--- src/design/assert_macros.svh ---
`ifndef ASSERT_MACROS_SVH
`define ASSERT_MACROS_SVH

// Same-cycle implication, sampled on clk, off while in reset.
`define ASSERT_ALWAYS(label, ante, cons, msg) \
    label: assert property (@(posedge clk) disable iff (!rst_n) (ante) |-> (cons)) \
        else $error(msg);

// Next-cycle implication, sampled on clk, off while in reset.
`define ASSERT_NEXT(label, ante, cons, msg) \
    label: assert property (@(posedge clk) disable iff (!rst_n) (ante) |=> (cons)) \
        else $error(msg);

`endif

--- src/design/ncdf_pkg.sv ---
`timescale 1ns / 1ps
package ncdf_pkg;

    typedef struct packed {
        logic valid;
        logic neg;
        logic far;
    } ncdf_tag_t;

    localparam logic [15:0] LIMIT_Q12     = 16'd20480;
    localparam logic [31:0] INV_SQRT2_Q32 = 32'd3037000500;
    localparam logic [31:0] HALF_Q30      = 32'd536870912;
    localparam logic [31:0] A6_Q30        = 32'd46239;

    localparam int HORNER_STEPS = 6;
    localparam int DIV_STEPS    = 31;
    localparam int SQ_STEPS     = 4;

    // Constant added after each Horner multiply: a5, a4, a3, a2, a1, then 1.0
    localparam logic [31:0] HORNER_ADD [HORNER_STEPS] = '{
        32'd296962, 32'd163224, 32'd9954153, 32'd45399965, 32'd75723579, 32'd1073741824
    };

endpackage

--- src/design/ncdf_recip.sv ---
`timescale 1ns / 1ps
module ncdf_recip
    import ncdf_pkg::*;
(
    input  logic        clk,
    input  logic        rst_n,
    input  logic        adv,
    input  ncdf_tag_t   in_tag,
    input  logic [31:0] in_p,
    output ncdf_tag_t   out_tag,
    output logic [30:0] out_r
);

    // Restoring division of (2^60 + p/2) by p, one quotient bit per stage.
    // The top bits of the dividend reduce to a start remainder of 2^29;
    // the low bits are p[31:1], shifted in MSB first.
    ncdf_tag_t   tag_reg [DIV_STEPS];
    logic [31:0] rem_reg [DIV_STEPS];
    logic [30:0] q_reg   [DIV_STEPS];
    logic [31:0] p_reg   [DIV_STEPS];

    for (genvar i = 0; i < DIV_STEPS; i++)
    begin : g_div
        ncdf_tag_t   tag_in;
        logic [31:0] rem_in;
        logic [30:0] q_in;
        logic [31:0] p_in;
        logic [32:0] trial;
        logic        ge;
        logic [31:0] rem_next;
        logic [30:0] q_next;

        if (i == 0)
        begin : g_first
            assign tag_in = in_tag;
            assign rem_in = 32'd536870912;
            assign q_in   = '0;
            assign p_in   = in_p;
        end
        else
        begin : g_rest
            assign tag_in = tag_reg[i-1];
            assign rem_in = rem_reg[i-1];
            assign q_in   = q_reg[i-1];
            assign p_in   = p_reg[i-1];
        end

        assign trial    = {rem_in, p_in[31-i]};
        assign ge       = (trial >= {1'b0, p_in});
        assign rem_next = ge ? 32'(trial - {1'b0, p_in}) : trial[31:0];
        assign q_next   = {q_in[29:0], ge};

        always_ff @(posedge clk or negedge rst_n)
        begin
            if (!rst_n)
            begin
                tag_reg[i] <= '0;
            end
            else if (adv)
            begin
                tag_reg[i] <= tag_in;
            end
        end

        always_ff @(posedge clk)
        begin
            if (adv)
            begin
                rem_reg[i] <= rem_next;
                q_reg[i]   <= q_next;
                p_reg[i]   <= p_in;
            end
        end
    end

    assign out_tag = tag_reg[DIV_STEPS-1];
    assign out_r   = q_reg[DIV_STEPS-1];

endmodule

--- config.mk ---
export PLATFORM = sky130hd
export DESIGN_NAME = ncdf_recip
export DESIGN_NICKNAME = d
export VERILOG_FILES = /design/src/design/assert_macros.svh /design/src/design/ncdf_pkg.sv /design/src/design/ncdf_recip.sv
export SDC_FILE = /design/constraint.sdc
export NUM_CORES = 2
export LEC_CHECK = 0
export BUFFER_PORTS_ARGS = -buffer_cell sky130_fd_sc_hd__buf_4
export CORE_MARGIN = 4
export CORE_UTILIZATION = 35
export CTS_CLUSTER_DIAMETER = 60
export DETAILED_ROUTE_END_ITERATION = 6
export SYNTH_ARGS = -nofsm -noshare
export SYNTH_HDL_FRONTEND = slang
export SYNTH_SLANG_ARGS = --single-unit
--- constraint.sdc ---
create_clock -name clk -period 3.95 [get_ports clk]
set_input_delay 1.185 -clock clk [delete_from_list [all_inputs] [get_ports clk]]
set_output_delay 1.185 -clock clk [all_outputs]
set_load 0.01 [all_outputs]
==> results_dict.tcl <==
set metrics [dict create \
    synth_area_per_cell_sq_um 11.4 \
    worst_path_max_delay_cell "a311o_1" \
    synthAdderAreaFrac_pct 9.11 \
    max_clock_freq_mhz 263 \
    ys_dominant_reg_cell "edfxtp_1" \
    instances_no_fill 18000 \
    std_cell_rows 230 \
    synth-warning-count 0 \
    synth_top_family_by_area "compound AO/OA/AOI/OAI gates" \
    detail_route.wirelength_mm 327 \
    clkTransAtPathRegs_ns 0.06 \
    worst_path_cell_chain "ha_1 > nor2b_1 > o31a_1 > o21ai_4 > a31oi_2 > a31oi_2 > o21ai_1 > a311o_1 > o221a_2 > nor3_4 > buf_12 > mux2_2" \
    detail-route-antenna-nets 0 \
    fraction_of_the_mapped_netlist_area_in_compound_gates_pct 14.8 \
    initial_core_util_pct 35.2 \
    cts_tree "done" \
    place.detailed.hpwl_mm 247 \
    leakage_nw 64.6 \
    layout_worst_path_cycle_share_pct 96.2 \
    core_area_sq_um 393000 \
    worst_ep_arrival_time_ns 4.44 \
    drv.max_cap_violation_count 0 \
    die_height_microns 637 \
    syn-instance-count 12200 \
    min-delay-path-class "input port to asynchronous set/reset pin" \
    wl_per_cell_microns 18.2 \
    final_common_cell "edfxtp_1" \
    dp_slack_ns -0.0101 \
    yosys-mux-area-fraction_pct 3.86 \
    worst_ep_required_time_ns 4.59 \
    final_critical_period_ns 3.80 \
    number_of_enable_flip_flop_cells_after_synthesis 2416 \
    relSlewSlack_pct 37.9 \
    report.final.slew_viol_count 0 \
    worstPathBufferInverterCount 1 \
    synth_async_sr_flop_share_pct 3.71 \
    yosys.cell_types.count 89 \
    worstSetupEndpointType "flip-flop" \
    post_synth_and_or_nand_nor_area_fraction_pct 9.14 \
    h-tree-depth 5 \
    drive_above_1_share_pct 11.1 \
    synth_seq_cells 2509 \
    dr_total_vias 91800 \
    first_iter_violations 6819 \
    synth_nets 13200 \
    cp_num_cells 12 \
    start_kind "flip-flop" \
    detail_route.vias_per_cell 5.09 \
    dp_cells 17400 \
    tightestPinTransition_ns 0.923 \
    yosys.area_share.xor_xnor_pct 4.98 \
    power.total_w 0.135 \
    critical-path-top-cell-by-count "a31oi_2" \
    post_synth_instance_area_sq_um 138000 \
    cts_buffers 318 \
    drc 0 \
    worst_ir_drop_vdd_v 0.000453 \
    clock_latency_ns 0.93 \
    layout.cells.most_common_list "edfxtp_1, inv_1, ha_1, nand2_1, o21ai_0" \
    final-seq-area_sq_um 74900 \
    via_count_of_the_first_global_routing_pass 88300 \
    critical-path-max-stage-delay_ns 0.40 \
    die_area_sq_um 406000 \
    power.density_cell_area_nw_per_um2 850 \
    grt_usage_pct 15.6 \
    syn_to_final_growth_pct 14.3 \
    postCtsHoldBufs 0 \
    area_taken_by_multi_input_logic_gates_sq_um 58300 \
    clockRootBuffer "clkbuf_16" \
    synth.yosys.seq_area_share_pct 54.1 \
    cpLargestDelayFamily "compound AO/OA/AOI/OAI gates" \
    run_status "complete, no violations" \
    worst-r2r-setup-slack_ns 0.15 \
    ctsLongestPathBuffers 4 \
    rr_worst_depth 12 \
    ioPinCount 72 \
    path_max_fanout 25 \
    port_buffers 71 \
    sum_of_overflow_across_all_layers_after_global_routing 0 \
    fill_cells 37500 \
    cts_num_sinks 2509 \
    place_congestion 0.900 \
    pin_count_of_the_biggest_net_entering_global_routing 147 \
    layout_setup_ws_ns 0.148 \
    floorplan.die.width_microns 637 \
    grt_antenna_before_repair 6 \
    skew_ns 0.0792 \
    grt_pass1_wl_mm 509 \
    fin_nets 13600 \
    setup.worst_path.class "flip-flop to flip-flop" \
    first_pass_iters 5 \
    final_core_utilization_pct 40.2 \
    setup_viol 0 \
    final_hold_fails 0 \
]
worst paths after layout:
check                                     start                  end
worst min-delay path                      rst_n  g_div[29].tag_in[2]
worst max register to register  rem_reg[1][160]      rem_reg[1][197]
max in group asynchronous                 rst_n  g_div[14].tag_in[0]
worst min register to register     q_reg[5][42]         q_reg[5][74]
min in group clk                   q_reg[5][42]         q_reg[5][74]
worst max-delay path            rem_reg[1][160]      rem_reg[1][197]
area by class of cell:
type | count | area share (%)
Sequential cell | 2509 | 47.3
Multi-Input combinational cell | 8169 | 36.8
Clock buffer | 372 | 5.27
Tap cell | 5220 | 4.13
Inverter | 1166 | 2.76
Timing Repair Buffer | 378 | 2.27
Clock inverter | 202 | 1.47
Antenna cell | 7 | 0.0111
per-stage QoR:
| stage | hold slack [ns] | cell area, sq um | setup TNS, ns |
|---|---|---|---|
| 6_report | 0.261 | 158000 | 0 |
| 5_1_grt | 0.252 | 158000 | -0.163 |
| 4_1_cts | 0.192 | 158000 | 0 |
| 3_5_place_dp | 0.405 | 147000 | -0.0371 |
| 3_3_place_gp | 0.401 | 147000 | 0 |
| 2_1_floorplan | 0.400 | 138000 | 0 |
report_power, final:
group | total, W | internal [W] | switching (W)
clock network | 0.0293 | 0.0176 | 0.0117
logic | 0.0609 | 0.0271 | 0.0338
registers | 0.0444 | 0.0397 | 0.00474
total | 0.135 | 0.0844 | 0.0502
synth_stat cells, types with 55 or more instances:
cell type  instances  area, sq um
nand3_1          192          961
a21oi_1          876         4380
a211oi_1          95          713
nor2_1           497         1870
ha_1             962        12000
mux2_2           434         4890
and2_1            74          463
clkbuf_1         265          995
a21boi_0          55          413
nor2b_1          142          888
nor3_1           146          731
nand2_1          958         3600
xor2_1           344         3010
inv_1           1166         4380
a31oi_1           97          607
nand2b_1         143          895
xnor2_1          443         3880
dfrtp_1           93         2330
o21ai_0          937         4690
o21a_1           111          833
and3_1           110          688
o21bai_1         112          841
a21o_1           530         3980
o31ai_1           86          646
edfxtp_1        2416        72500
nand4_1          152          951
worst register-to-register path: stages, from the launching register on:
cell,delay [ns]
edfxtp_1,0.39
ha_1,0.32
nor2b_1,0.14
o31a_1,0.31
o21ai_4,0.27
a31oi_2,0.20
a31oi_2,0.30
o21ai_1,0.16
a311o_1,0.40
o221a_2,0.29
nor3_4,0.17
buf_12,0.22
mux2_2,0.38
logic make-up (layout without fill, tap and decap cells):
family,after synthesis,count (layout)
other,0,7
multiplexers,479,479
XOR/XNOR,787,787
AO/OA/AOI/OAI,3276,3276
flip-flops,2509,2509
AND/OR/NAND/NOR,2636,2636
adder cells (fa/ha/maj),991,991
buffers and inverters,1478,2118
what timing repair did:
item	CTS	global route
buffers inserted	0	2
resized for setup	1	25
endpoints found under the hold margin	0	0
gates cloned	0	2
pin swaps	0	2
setup endpoints to repair	18	134
layer usage:
| layer | global-route usage [%] | share of wire (%) | up-vias |
|---|---|---|---|
| li1 | - | - | 45600 |
| met1 | 20.7 | 45 | 43800 |
| met2 | 26.5 | 48 | 1835 |
| met3 | 1.95 | 4.3 | 522 |
| met4 | 4.93 | 3.2 | 4 |
| met5 | 0 | 0.0073 | - |
(Power assumes the default switching activity.)
